<file path="src/sv/scdp_pkg.sv">
`timescale 1ns / 1ps

package scdp_pkg;

    // Descriptor type codes
    localparam logic [7:0] DESC_KIND_IFACE = 8'h04;
    localparam logic [7:0] DESC_KIND_ENDP  = 8'h05;

    // Minimum descriptor lengths for the fields we read
    localparam logic [7:0] IFACE_MIN_LEN = 8'd9;
    localparam logic [7:0] ENDP_MIN_LEN  = 8'd7;
    localparam logic [7:0] DESC_MIN_LEN  = 8'd2;

    // Byte of the set that carries bConfigurationValue
    localparam logic [15:0] CFG_VALUE_POS = 16'd5;
    // Sets shorter than this give an all-zero result
    localparam logic [15:0] MIN_SET_BYTES = 16'd9;

    // Endpoint attribute transfer type
    localparam logic [7:0] ATTR_TYPE_MASK = 8'h03;
    localparam logic [7:0] ATTR_BULK      = 8'h02;
    localparam int         EP_DIR_BIT     = 7;

    // Field window covers descriptor bytes 2..7
    localparam int          WIN_DEPTH = 6;
    localparam logic [7:0]  WIN_FIRST = 8'd2;
    localparam logic [7:0]  WIN_END   = 8'd8;

    // Result queue depth: one slot draining, one being filled, one for the
    // last byte in the input register, so back-to-back sets never stall while m_axis is ready
    localparam int OUT_DEPTH = 3;
    localparam int OUT_AW    = $clog2(OUT_DEPTH);

    // Match register reset values
    localparam logic [7:0] MATCH_CLASS_RST    = 8'h08;
    localparam logic [7:0] MATCH_SUBCLASS_RST = 8'h06;
    localparam logic [7:0] MATCH_PROTOCOL_RST = 8'h50;

    typedef enum logic [1:0] {
        REG_MATCH_CLASS    = 2'd0,
        REG_MATCH_SUBCLASS = 2'd1,
        REG_MATCH_PROTOCOL = 2'd2
    } cfg_index_t;

    typedef struct packed {
        logic [7:0] iface_class;
        logic [7:0] iface_subclass;
        logic [7:0] iface_protocol;
    } match_cfg_t;

    typedef struct packed {
        logic        valid_res;
        logic [7:0]  conf_value;
        logic [7:0]  bulk_in_address;
        logic [15:0] in_max_pkt;
        logic [7:0]  bulk_out_address;
        logic [15:0] out_max_pkt;
    } result_t;

endpackage

</file>
<file path="src/sv/storage_config_descriptor_parser.sv">
`timescale 1ns / 1ps
// Pipeline: an accepted byte is held in the input register and parsed from
// there; the result of a last byte is written into the result queue, from
// which it is offered on m_axis.
// Throughput: one byte per cycle; the input stalls only while the receiver
// holds off and the three-entry result queue plus a last byte in flight fill.
// Reset (rst_n, async, active low): parse state cleared, match registers
// return to class 0x08, subclass 0x06, protocol 0x50.

module storage_config_descriptor_parser
    import scdp_pkg::*;
(
    input  logic        clk,
    input  logic        rst_n,

    // Byte stream in
    input  logic        s_axis_tvalid,
    output logic        s_axis_tready,
    input  logic [7:0]  s_axis_tdata,   // [7:0] data_byte
    input  logic        s_axis_tlast,   // last_byte

    // Result out
    output logic        m_axis_tvalid,
    input  logic        m_axis_tready,
    // [0] valid_res, [8:1] conf_value, [16:9] bulk_in_address,
    // [32:17] in_max_pkt, [40:33] bulk_out_address,
    // [56:41] out_max_pkt, [63:57] zero
    output logic [63:0] m_axis_tdata,

    // Match register writes
    input  logic        cfg_valid,
    output logic        cfg_ready,
    input  logic [1:0]  cfg_index,
    input  logic [7:0]  cfg_data
);

    // Match registers
    match_cfg_t match_reg;

    // Input register stage
    logic       stg_valid_reg;
    logic [7:0] stg_byte_reg;
    logic       stg_last_reg;

    logic       in_accept;
    logic       res_valid;
    result_t    res;
    result_t    q_data;
    logic [OUT_AW:0] q_count;
    logic [OUT_AW+1:0] q_claimed;

    // Config writes are always taken; unknown indexes are dropped.
    assign cfg_ready = 1'b1;

    always_ff @(posedge clk or negedge rst_n)
    begin
        if (!rst_n)
        begin
            match_reg.iface_class    <= MATCH_CLASS_RST;
            match_reg.iface_subclass <= MATCH_SUBCLASS_RST;
            match_reg.iface_protocol <= MATCH_PROTOCOL_RST;
        end
        else if (cfg_valid)
        begin
            unique case (cfg_index)
                REG_MATCH_CLASS:    match_reg.iface_class    <= cfg_data;
                REG_MATCH_SUBCLASS: match_reg.iface_subclass <= cfg_data;
                REG_MATCH_PROTOCOL: match_reg.iface_protocol <= cfg_data;
                default:            ;
            endcase
        end
    end

    // Only a last byte makes a result, so only a last byte in the input
    // register holds a claim on a queue slot.
    assign q_claimed     = {1'b0, q_count} +
                           {{(OUT_AW+1){1'b0}}, stg_valid_reg && stg_last_reg};
    assign s_axis_tready = q_claimed < (OUT_AW+2)'(OUT_DEPTH);
    assign in_accept     = s_axis_tvalid && s_axis_tready;

    always_ff @(posedge clk or negedge rst_n)
    begin
        if (!rst_n)
        begin
            stg_valid_reg <= 1'b0;
        end
        else
        begin
            stg_valid_reg <= in_accept;
        end
    end

    always_ff @(posedge clk)
    begin
        if (in_accept)
        begin
            stg_byte_reg <= s_axis_tdata;
            stg_last_reg <= s_axis_tlast;
        end
    end

    // Descriptor walk and result build
    scdp_walker u_walker (
        .clk        (clk),
        .rst_n      (rst_n),
        .item_valid (stg_valid_reg),
        .item_byte  (stg_byte_reg),
        .item_last  (stg_last_reg),
        .match_cfg  (match_reg),
        .res_valid  (res_valid),
        .res        (res)
    );

    // Result queue decouples output stalls from the byte stream
    scdp_out_fifo u_out_fifo (
        .clk       (clk),
        .rst_n     (rst_n),
        .push      (res_valid),
        .push_data (res),
        .pop_valid (m_axis_tvalid),
        .pop_ready (m_axis_tready),
        .pop_data  (q_data),
        .count     (q_count)
    );

    assign m_axis_tdata = {7'd0,
                           q_data.out_max_pkt,
                           q_data.bulk_out_address,
                           q_data.in_max_pkt,
                           q_data.bulk_in_address,
                           q_data.conf_value,
                           q_data.valid_res};

endmodule

</file>
<file path="src/sv/scdp_walker.sv">
`timescale 1ns / 1ps

module scdp_walker
    import scdp_pkg::*;
(
    input  logic       clk,
    input  logic       rst_n,
    input  logic       item_valid,
    input  logic [7:0] item_byte,
    input  logic       item_last,
    input  match_cfg_t match_cfg,
    output logic       res_valid,
    output result_t    res
);

    logic [15:0] pos_reg,     pos_next;
    logic [7:0]  off_reg,     off_next;
    logic [7:0]  len_reg,     len_next;
    logic [7:0]  kind_reg,    kind_next;
    logic [7:0]  win_reg  [WIN_DEPTH];
    logic [7:0]  win_next [WIN_DEPTH];
    logic        stop_reg,    stop_next;
    logic        iface_reg,   iface_next;
    logic [7:0]  cfgv_reg,    cfgv_next;
    logic [7:0]  in_addr_reg, in_addr_next;
    logic [15:0] in_mps_reg,  in_mps_next;
    logic [7:0]  out_addr_reg, out_addr_next;
    logic [15:0] out_mps_reg,  out_mps_next;

    logic [7:0]  len_eff;
    logic        desc_done;
    logic [15:0] ep_mps;
    logic        ok;

    always_comb
    begin
        pos_next      = pos_reg;
        off_next      = off_reg;
        len_next      = len_reg;
        kind_next     = kind_reg;
        win_next      = win_reg;
        stop_next     = stop_reg;
        iface_next    = iface_reg;
        cfgv_next     = cfgv_reg;
        in_addr_next  = in_addr_reg;
        in_mps_next   = in_mps_reg;
        out_addr_next = out_addr_reg;
        out_mps_next  = out_mps_reg;
        len_eff       = (off_reg == 8'd0) ? item_byte : len_reg;
        desc_done     = 1'b0;
        ep_mps        = {win_reg[3], win_reg[2]};

        if (pos_reg == CFG_VALUE_POS)
        begin
            cfgv_next = item_byte;
        end

        if (!stop_reg)
        begin
            if (off_reg == 8'd0)
            begin
                len_next = item_byte;
            end
            else if (off_reg == 8'd1)
            begin
                kind_next = item_byte;
            end
            for (int i = 0; i < WIN_DEPTH; i++)
            begin
                if (off_reg == WIN_FIRST + 8'(i))
                begin
                    win_next[i] = item_byte;
                end
            end

            if (off_reg == 8'd0 && item_byte < DESC_MIN_LEN)
            begin
                stop_next = 1'b1;
            end
            else
            begin
                desc_done = ({1'b0, off_reg} + 9'd1) == {1'b0, len_eff};
                off_next  = desc_done ? 8'd0 : off_reg + 8'd1;
            end
        end

        // Window bytes 0..5 are settled before the final byte of a
        // descriptor long enough to use them.
        if (desc_done)
        begin
            if (kind_reg == DESC_KIND_IFACE && len_reg >= IFACE_MIN_LEN)
            begin
                iface_next = (win_reg[3] == match_cfg.iface_class) &&
                             (win_reg[4] == match_cfg.iface_subclass) &&
                             (win_reg[5] == match_cfg.iface_protocol);
            end
            else if (kind_reg == DESC_KIND_ENDP && iface_reg &&
                     len_reg >= ENDP_MIN_LEN &&
                     (win_reg[1] & ATTR_TYPE_MASK) == ATTR_BULK)
            begin
                if (win_reg[0][EP_DIR_BIT])
                begin
                    in_addr_next = win_reg[0];
                    in_mps_next  = ep_mps;
                end
                else
                begin
                    out_addr_next = win_reg[0];
                    out_mps_next  = ep_mps;
                end
            end
        end

        if (pos_reg != 16'hFFFF)
        begin
            pos_next = pos_reg + 16'd1;
        end
    end

    // Result from the updated values
    always_comb
    begin
        ok = (in_addr_next != 8'd0) && (out_addr_next != 8'd0) &&
             (in_mps_next != 16'd0) && (out_mps_next != 16'd0);
        res_valid = item_valid && item_last;
        if (pos_reg < (MIN_SET_BYTES - 16'd1))
        begin
            res = '0;
        end
        else
        begin
            res.valid_res        = ok;
            res.conf_value       = cfgv_next;
            res.bulk_in_address  = in_addr_next;
            res.in_max_pkt       = in_mps_next;
            res.bulk_out_address = out_addr_next;
            res.out_max_pkt      = out_mps_next;
        end
    end

    always_ff @(posedge clk or negedge rst_n)
    begin
        if (!rst_n)
        begin
            pos_reg      <= '0;
            off_reg      <= '0;
            len_reg      <= '0;
            kind_reg     <= '0;
            win_reg      <= '{default: '0};
            stop_reg     <= 1'b0;
            iface_reg    <= 1'b0;
            cfgv_reg     <= '0;
            in_addr_reg  <= '0;
            in_mps_reg   <= '0;
            out_addr_reg <= '0;
            out_mps_reg  <= '0;
        end
        else if (item_valid)
        begin
            if (item_last)
            begin
                pos_reg      <= '0;
                off_reg      <= '0;
                len_reg      <= '0;
                kind_reg     <= '0;
                win_reg      <= '{default: '0};
                stop_reg     <= 1'b0;
                iface_reg    <= 1'b0;
                cfgv_reg     <= '0;
                in_addr_reg  <= '0;
                in_mps_reg   <= '0;
                out_addr_reg <= '0;
                out_mps_reg  <= '0;
            end
            else
            begin
                pos_reg      <= pos_next;
                off_reg      <= off_next;
                len_reg      <= len_next;
                kind_reg     <= kind_next;
                win_reg      <= win_next;
                stop_reg     <= stop_next;
                iface_reg    <= iface_next;
                cfgv_reg     <= cfgv_next;
                in_addr_reg  <= in_addr_next;
                in_mps_reg   <= in_mps_next;
                out_addr_reg <= out_addr_next;
                out_mps_reg  <= out_mps_next;
            end
        end
    end

endmodule

</file>
<file path="src/sv/scdp_out_fifo.sv">
`timescale 1ns / 1ps

module scdp_out_fifo
    import scdp_pkg::*;
(
    input  logic              clk,
    input  logic              rst_n,
    input  logic              push,
    input  result_t           push_data,
    output logic              pop_valid,
    input  logic              pop_ready,
    output result_t           pop_data,
    output logic [OUT_AW:0]   count
);

    result_t             mem [OUT_DEPTH];
    logic [OUT_AW-1:0]   wr_ptr_reg, wr_ptr_next;
    logic [OUT_AW-1:0]   rd_ptr_reg, rd_ptr_next;
    logic [OUT_AW:0]     count_reg,  count_next;
    logic                pop;

    assign pop       = pop_valid && pop_ready;
    assign pop_valid = count_reg != '0;
    assign pop_data  = mem[rd_ptr_reg];
    assign count     = count_reg;

    always_comb
    begin
        wr_ptr_next = wr_ptr_reg;
        rd_ptr_next = rd_ptr_reg;
        if (push)
        begin
            wr_ptr_next = (wr_ptr_reg == OUT_AW'(OUT_DEPTH - 1)) ? '0
                                                                : wr_ptr_reg + OUT_AW'(1);
        end
        if (pop)
        begin
            rd_ptr_next = (rd_ptr_reg == OUT_AW'(OUT_DEPTH - 1)) ? '0
                                                                : rd_ptr_reg + OUT_AW'(1);
        end
        count_next = count_reg + {{OUT_AW{1'b0}}, push} - {{OUT_AW{1'b0}}, pop};
    end

    always_ff @(posedge clk)
    begin
        if (push)
        begin
            mem[wr_ptr_reg] <= push_data;
        end
    end

    always_ff @(posedge clk or negedge rst_n)
    begin
        if (!rst_n)
        begin
            wr_ptr_reg <= '0;
            rd_ptr_reg <= '0;
            count_reg  <= '0;
        end
        else
        begin
            wr_ptr_reg <= wr_ptr_next;
            rd_ptr_reg <= rd_ptr_next;
            count_reg  <= count_next;
        end
    end

endmodule
</file>
<file path="config.mk">
export PLATFORM = sky130hd
export DESIGN_NAME = storage_config_descriptor_parser
export DESIGN_NICKNAME = d
export VERILOG_FILES = /design/src/sv/scdp_pkg.sv /design/src/sv/storage_config_descriptor_parser.sv /design/src/sv/scdp_walker.sv /design/src/sv/scdp_out_fifo.sv
export SDC_FILE = /design/constraint.sdc
export NUM_CORES = 1
export LEC_CHECK = 0
export BUFFER_PORTS_ARGS = -buffer_cell sky130_fd_sc_hd__buf_4
export CORE_ASPECT_RATIO = 0.75
export CORE_MARGIN = 2
export CORE_UTILIZATION = 41
export DETAILED_ROUTE_END_ITERATION = 10
export HOLD_SLACK_MARGIN = 0.1
export PLACE_DENSITY_LB_ADDON = 0.12
export SLEW_MARGIN = 15
export SYNTH_ARGS = -nofsm -noshare
export SYNTH_HDL_FRONTEND = slang
export SYNTH_SLANG_ARGS = --single-unit
</file>
<file path="constraint.sdc">
create_clock -name clk -period 8.01 [get_ports clk]
set_input_delay 0 -clock clk [delete_from_list [all_inputs] [get_ports clk]]
set_output_delay 0 -clock clk [all_outputs]
set_load 0.02 [all_outputs]
</file>
==> qor.txt, run 1 <==
outcome - finished clean
placed cell area - 0.0166 mm^2
Synth async-reset ratio - 48.9%
Final Max Slew Viols - 0
Post-DRT Antenna Nets - 0
ys flop type - edfxtp_1
drt total wl - 36300 um
synth warn - 0
gr usage total - 18.5%
die width - 229 um
Final period util - 58.0%
post-route minimum period - 4.65 ns
most common cell after layout, fill and taps aside - edfxtp_1
Core Area - 0.0372 mm^2
FMAX - 0.215 GHz
Hold Crit Class - in -> async
io pins - 91
initial antenna violation count - 0
Post-synth EDFFs - 180
syn_area_per_cell - 12.6 um^2
power density cells - 316 mW/mm^2
final core occ - 48.4%
# H-tree levels - 2
Wirelength per Cell - 19.6 um
worst-skew pair later-pin latency - 0.54 ns
# diodes - 0
Hold Vio Cnt, Final - 0
DP Wirelength - 23200 um
CTS buffer count - 37
Max clock buf depth - 3
crit path launch type - flop
total number of vias - 9973
first-pass GRT wire length - 58000 um
Reg-to-Reg Start - u_walker.off_reg[0]
worst relative slew slack - 36.6%
Cell Rows - 61
Worst path slowest cell - nor4b_2
Hold-fix buffers, CTS - 22
CTS tree - done
post-cts sizing count - 0
Critical Path End Type - flop
RR Endpoint - u_walker.in_addr_reg[3]
total of max-cap violations - 0
design area - 0.0180 mm^2
# fillers - 3372
max FFs per register - 171
die height - 173 um
share of cells above drive strength 1 - 15.2%
Synth cell types - 67
clk sinks - 352
Area Overhead vs Synth - 15.7%
cell count after synthesis - 1236
DRC - 0
post-CTS setup buffer count - 0
drt via density - 5.39
sequential fraction of the synthesis area - 62.3%
Initial Utilization - 41.9%
final setup skew - 0.0266 ns
largest net degree at the start of global routing - 85
unrepaired setup endpoints after global routing - no
vias in the first global route - 9768
Crit Path Category - reg -> reg
WP data required - 8.47 ns
worst slew pin tran - 0.948 ns
peak fanout along the critical path - 30
Die ar. - 0.0396 mm^2
final setup vio count - 0
DRT Pass-1 Iters - 5
clk slew on worst S/H paths - 0.06 ns
grt ovf - 0
critical path data arrival time - 5.11 ns
CP cell instances - inv_1, ha_1, nor4b_2, a22oi_1, nor3_2, o21ai_0, or4b_1, nor4_4, buf_4, and3_1, a22o_1
RePlAce Congestion - 0.828
Synth Register Bits - 352
Crit path largest cell delay - 0.80 ns
most frequent cells in the layout - edfxtp_1, dfrtp_1, mux2i_1, o21ai_0, nand2_1
Cell Area, Synth - 0.0156 mm^2
nets@finish - 1355
Peak VDD IR - 175 uV
Root Driver - clkbuf_16
setup slack, reg-to-reg - 3.36 ns
port bufs - 82
path depth of the worst reg2reg path - 11
initial drt markers - 604
Static Leak - 7.03 nW
setup TNS - 0 ns
-- critical path: cells and delay by family, from the launching register on --
| kind | cells | cell delay, ns |
|---|---|---|
| simple gates | 5 | 2.68 |
| flops | 1 | 0.44 |
| compound gates | 3 | 0.58 |
| buf+inv | 2 | 0.60 |
| fa+ha+maj | 1 | 0.26 |
-- cell type report --
| cell class | count | area [um^2] | share of cell area, % |
|---|---|---|---|
| multi-input cells | 794 | 5450 | 30.2 |
| repair buffers | 119 | 952 | 5.28 |
| flip-flops and latches | 352 | 9720 | 53.9 |
| well taps | 504 | 631 | 3.50 |
| inverters | 15 | 56.3 | 0.312 |
| clock buffers | 52 | 1090 | 6.05 |
| clock inverters | 15 | 136 | 0.756 |
-- how the worst max path moves through the flow --
stage / from / endpoint / slack (ns)
finish: u_walker.off_reg[0] / u_walker.in_addr_reg[3] / 3.36
global route: u_walker.off_reg[0] / u_walker.in_mps_reg[11] / 3.08
CTS: u_walker.off_reg[0] / u_walker.in_mps_reg[6] / 3.45
detailed placement: u_walker.off_reg[0] / u_walker.in_mps_reg[11] / 3.46
global placement: u_walker.off_reg[0] / u_walker.in_mps_reg[7] / 3.61
floorplan: stg_last_reg / u_out_fifo.mem[2][0] / 2.40
-- routing by layer --
metal	up-vias	share of wire (%)	global-route usage, %
met4	0	2.1	4.95
met2	196	43	27.1
met3	66	4.2	3.31
met1	4958	51	28.3
li1	4753	-	-
met5	-	0	0
-- kinds of logic (layout without fill, tap and decap cells) --
family / Yosys count / in the layout / share of synthesized area, %
and+or+nand+nor: 354 / 354 / 11.5
DFF: 352 / 352 / 62.3
AOI/OAI and AO/OA: 232 / 232 / 10.1
muxes: 147 / 147 / 9.65
buffers and inverters: 96 / 201 / 3.10
xor gates and xnor gates: 41 / 41 / 2.30
adders and majority gates: 12 / 12 / 1.01
other: 2 / 8 / 0.0482
-- Yosys cell counts, types with 8 or more instances --
library cell,count,share of area [%]
a22o_1,52,2.9
a22oi_1,9,0.43
and3_1,12,0.48
buf_2,8,0.26
buf_4,13,0.63
clkbuf_1,48,1.2
dfrtp_1,167,27
edfxtp_1,180,35
ha_1,11,0.88
inv_1,14,0.34
mux2_2,26,1.9
mux2i_1,120,7.7
nand2_1,101,2.4
nand3_1,52,1.7
nand4_1,14,0.56
nor2_1,74,1.8
nor2b_1,11,0.44
nor3_1,15,0.48
nor4_1,28,1.1
o21ai_0,104,3.3
o2bb2ai_1,25,1.4
xnor2_1,21,1.2
xor2_1,20,1.1
-- per-stage QoR --
stage	std cells	total power, W	worst slack [ns]	hold WS [ns]
final	1851	0.00570	3.36	0.0954
after global routing	1851	0.00603	3.08	0.167
after CTS	1851	0.00577	3.45	0.134
after detailed placement	1762	0.00402	3.46	0.120
after global placement	1762	0.00400	3.61	0.126
after floorplan	1242	0.00341	2.40	-0.296
-- power by group --
group	total (W)	switching [W]	internal (W)
Clock	0.00173	0.000712	0.00102
Combinational	0.00157	0.000925	0.000647
Sequential	0.00240	0.000259	0.00214
Note: power is estimated with default switching activity, not from simulation.
==> run 2, diff against run 1 <==
==> constraint.sdc (replaced) <==
create_clock -name clk -period 4.8 [get_ports clk]
set_input_delay 0 -clock clk [delete_from_list [all_inputs] [get_ports clk]]
set_output_delay 0 -clock clk [all_outputs]
set_load 0.02 [all_outputs]
==> run 2 against run 1 <==
Against the previous run:
- sequential power rose by 69%
- combinational power up 66%
- worst hold slack better by 0.059 ns
- total power grew 68%
- clock power grew 68%
- critical path depth unchanged
- via count increased by 0.41%
- final cell count is 0.38% higher
- utilization rose by 0.38 points
- sequential cell count is the same
- non-clock buffer count rose by 6
- critical endpoint is now u_out_fifo.mem[0][56]
- largest power group unchanged
==> qor.txt, run 2 (synthesized netlist as in run 1, its figures left out) <==
highest routing layer actually used - met4
Area Overhead vs Synth - 16.6%
Cell Rows - 61
Final period util - 76.9%
max FFs per register - 171
Worst path slowest cell - or4b_4
initial drt markers - 712
grt ovf - 0
Crit Path Category - reg -> reg
total number of vias - 10.0k
# H-tree levels - 2
largest net degree at the start of global routing - 112
WP data required - 5.09 ns
Critical Path End Type - flop
die height - 173 um
Static Leak - 7.08 nW
worst slew pin tran - 0.915 ns
total of max-cap violations - 0
drt total wl - 35900 um
# diodes - 0
Tot Pwr - 0.00957 W
Wirelength per Cell - 19.3 um
power density cells - 526 mW/mm^2
crit path launch type - flop
unrepaired setup endpoints after global routing - no
Root Driver - clkbuf_16
initial antenna violation count - 0
die width - 229 um
DRC - 0
Initial Utilization - 41.9%
RePlAce Congestion - 0.826
routed wl met3 - 1600 um
clk slew on worst S/H paths - 0.06 ns
worst relative slew slack - 39.0%
critical path data arrival time - 3.98 ns
drt via density - 5.39
gr usage total - 18.2%
Peak VDD IR - 245 uV
most common cell after layout, fill and taps aside - edfxtp_1
FMAX - 0.271 GHz
Post-DRT Antenna Nets - 0
port bufs - 82
Final Max Slew Viols - 0
DRT Pass-1 Iters - 4
Core Area - 0.0372 mm^2
Max clock buf depth - 3
share of cells above drive strength 1 - 15.1%
CP cell instances - inv_1, ha_1, or4b_4, o21ai_0, a211oi_1, nor4_2, nand4bb_2, nor4_4, buf_12, nand3_1, a221oi_1
WL met2 - 15700 um
final setup vio count - 0
vias in the first global route - 9874
post-route minimum period - 3.69 ns
DP Wirelength - 22800 um
CTS buffer count - 37
Die ar. - 0.0396 mm^2
CTS tree - done
final setup skew - 0.0193 ns
Hold Crit Class - in -> reg
post-cts sizing count - 0
Hold Vio Cnt, Final - 0
outcome - finished clean
worst-skew pair later-pin latency - 0.53 ns
most frequent cells in the layout - edfxtp_1, dfrtp_1, mux2i_1, o21ai_0, nand2_1
clk sinks - 352
setup TNS - 0 ns
Crit path largest cell delay - 0.50 ns
nets@finish - 1361
WL met1 - 17900 um
peak fanout along the critical path - 28
first-pass GRT wire length - 57500 um
io pins - 91
==> run 2: changes by cell type in the layout (fill, tap and decap cells not counted), sizes merged <==
cell / change
buf: +5
bufinv: +1
clkbuf: +2
dlygate4sd3: +1
inv: -2
==> run 2: timing repair <==
| action | 4_1_cts | 5_1_grt |
|---|---|---|
| hold buffers | 24 | 0 |
| buffers inserted | 0 | 0 |
| hold endpoints to repair | 151 | 0 |
==> run 2: layout make-up <==
| type | instances | area (um^2) |
|---|---|---|
| clock buffer | 54 | 1110 |
| fill | 3322 | 19100 |
| timing repair buffer | 125 | 1060 |
| tap | 504 | 631 |
| multi-input combinational | 794 | 5470 |
| clock inverter | 14 | 145 |
| inverter | 15 | 56.3 |
| sequential | 352 | 9720 |
==> run 2: per-layer routing <==
layer  up-vias  global-route usage (%)
met2       204                    26.9
met1      4990                    27.7
met4         0                    4.87
met3        58                    3.12
met5         -                       0
li1       4762                       -
==> run 2: through the flow <==
step | instances | setup slack (ns) | area (um^2) | util [%] | hold WS [ns]
floorplan | 1242 | 1.19 | 15600 | - | -0.296
global placement | 1766 | 1.22 | 16700 | 44.8 | 0.0366
detailed placement | 1766 | 1.15 | 16700 | 44.8 | 0.0313
CTS | 1858 | 1.12 | 18200 | 48.8 | 0.128
global route | 1858 | 0.750 | 18200 | 48.8 | 0.166
finish | 1858 | 1.11 | 18200 | 48.8 | 0.154
==> run 2: path summary, 6_finish.rpt <==
path / startpoint / end / slack, ns / cells past startpoint
worst max register to register: u_walker.off_reg[0] / u_out_fifo.mem[0][56] / 1.11 / 11
worst max-delay path: u_walker.off_reg[0] / u_out_fifo.mem[0][56] / 1.11 / 11
min in group asynchronous: rst_n / match_reg[9] / 0.57 / 3
worst min register to register: u_walker.win_reg[32] / u_walker.win_reg[32] / 0.50 / 2
worst min-delay path: cfg_valid / match_reg[23] / 0.15 / 4
max in group asynchronous: rst_n / u_walker.out_addr_reg[2] / 3.58 / 4
==> run 2: where the power goes <==
part / internal, W / switching, W
sequential: 0.00357 / 0.000477
clock: 0.00176 / 0.00115
combinational: 0.00109 / 0.00150
==> run 2: critical path: cells and delay by family (launching register included) <==
family,cells,cell delay (ns)
compound gates,3,0.81
simple gates,5,1.50
flops,1,0.45
fa+ha+maj,1,0.25
buf+inv,2,0.43
==> run 3, diff against run 2 <==
==> constraint.sdc (replaced) <==
create_clock -name clk -period 3.35 [get_ports clk]
set_input_delay 0 -clock clk [delete_from_list [all_inputs] [get_ports clk]]
set_output_delay 0 -clock clk [all_outputs]
set_load 0.02 [all_outputs]
==> run 3 against run 2 <==
Against the previous run:
- setup slack got worse by 1.0 ns
- clock skew grew 0.0051 ns
- clock power grew 38%
- sequential cell count unchanged
- register-to-register slack got worse by 1.0 ns
- sequential share of layout area down 1.6 points
- combinational power increased by 60%
==> qor.txt, run 3 (synthesized netlist as in run 1, its figures left out) <==
total number of vias - 10.2k
# H-tree levels - 2
Wirelength per Cell - 19.6 um
# diodes - 0
share of cells above drive strength 1 - 19.5%
vias in the first global route - 10.3k
first-pass GRT wire length - 59800 um
final setup skew - 0.0244 ns
setup slack, reg-to-reg - 0.08 ns
port bufs - 82
io pins - 91
clk slew on worst S/H paths - 0.06 ns
die height - 173 um
initial antenna violation count - 0
total of max-cap violations - 0
worst-skew pair later-pin latency - 0.54 ns
max FFs per register - 171
most frequent cells in the layout - edfxtp_1, dfrtp_1, buf_4, mux2i_1, o21ai_0
WP data required - 3.61 ns
CTS tree - done
drt total wl - 37300 um
nets@finish - 1407
final core occ - 50.4%
Peak VDD IR - 326 uV
CTS buffer count - 37
Setup WS post-layout - 0.0761 ns
register area - 0.00972 mm^2
Hold Crit Class - in -> async
die width - 229 um
Static Leak - 7.34 nW
area of the multi-input gates - 0.00563 mm^2
initial drt markers - 765
FMAX - 0.305 GHz
DRT Pass-1 Iters - 5
drt via density - 5.37
clk sinks - 352
Hold Vio Cnt, Final - 0
Final Max Slew Viols - 0
DRC - 0
worst slack, placed - -0.132 ns
critical path data arrival time - 3.53 ns
outcome - finished clean
most common cell after layout, fill and taps aside - edfxtp_1
DP Cell Count - 1799
DP Wirelength - 23800 um
Die ar. - 0.0396 mm^2
largest net degree at the start of global routing - 73
# fillers - 3351
Final period util - 97.7%
worst slew pin tran - 0.861 ns
Crit Path Category - reg -> reg
worst relative slew slack - 42.6%
post-route minimum period - 3.27 ns
Tot Pwr - 0.0139 W
Final Non-Filler Cells - 1904
power density cells - 740 mW/mm^2
gr usage total - 19.1%
Area Overhead vs Synth - 20.3%
Max clock buf depth - 3
Root Driver - clkbuf_16
Post-DRT Antenna Nets - 0
Core Area - 0.0372 mm^2
RePlAce Congestion - 0.857
peak fanout along the critical path - 6
grt ovf - 0
Critical Path End Type - flop
final setup vio count - 0
Initial Utilization - 41.9%
crit path launch type - flop
Cell Rows - 61
-- run 3: cell count changes in the layout (fill, tap and decap cells not counted), moves of 3 or more --
cell,previous run,this run
buf_4,97,130
buf_12,3,10
clkbuf_1,7,11
clkinv_1,6,2
and3_1,12,9
and3_4,0,3
mux2i_1,120,117
mux2i_2,0,3
nand3_1,52,49
nand3_2,0,3
-- run 3: cell type report --
type | instances | area share (%)
clock buffers | 56 | 5.86
clock inverters | 12 | 0.514
inverters | 15 | 0.300
multi-input cells | 794 | 30.0
flip-flops and latches | 352 | 51.8
well taps | 504 | 3.36
repair buffers | 171 | 8.12
-- run 3: final timing paths --
| path | from | to | depth (start not counted) |
|---|---|---|---|
| setup / recovery | u_walker.off_reg[0] | u_out_fifo.mem[2][24] | 13 |
| hold / removal | rst_n | match_reg[22] | 2 |
| setup reg to reg | u_walker.off_reg[0] | u_out_fifo.mem[2][24] | 13 |
| hold reg to reg | u_walker.win_reg[32] | u_walker.win_reg[32] | 2 |
| max in group asynchronous | rst_n | u_walker.out_addr_reg[2] | 3 |
| min in group clk | cfg_valid | match_reg[23] | 4 |
-- run 3: worst max-delay path: stages (launching register included) --
cell and delay, ns:
dfrtp_1 0.39, buf_4 0.17, ha_4 0.18, nor2b_1 0.14, o211ai_1 0.24, o31a_1 0.18, o21ai_0 0.07, or4b_4 0.55
nor4_4 0.28, buf_4 0.17, bufbuf_16 0.26, buf_4 0.11, mux2i_1 0.20, nor2_2 0.08
-- run 3: repair_timing --
action                     in CTS  in global routing
setup endpoints to repair      77                193
hold buffers                   25                  0
hold endpoints to repair      169                  0
buffers inserted                6                  3
cloned                          2                  1
gates resized for setup        15                 24
pin swaps                       6                  7
-- run 3: power by group --
part	switching, W	internal, W
registers	0.000597	0.00512
clock network	0.00167	0.00236
logic	0.00237	0.00178
total	0.00464	0.00925
-- run 3: metrics by stage --
stage	instance area, um^2	hold slack (ns)	TNS [ns]
floorplan	15600	-0.296	-1.24
global placement	17000	0.0750	-0.407
detailed placement	17000	0.0899	-4.35
CTS	18600	0.104	-0.119
global route	18800	0.125	-0.0177
finish	18800	0.0765	0
-- run 3: metal layers --
| metal | vias to the layer above | wire (um) | share of wire [%] | GRT usage, % |
|---|---|---|---|---|
| li1 | 4864 | - | - | - |
| met1 | 5103 | 18700 | 50 | 29.0 |
| met2 | 213 | 16200 | 43 | 28.1 |
| met3 | 49 | 1680 | 4.5 | 3.22 |
| met4 | 0 | 696 | 1.9 | 5.03 |
| met5 | - | 0 | 0 | 0 |
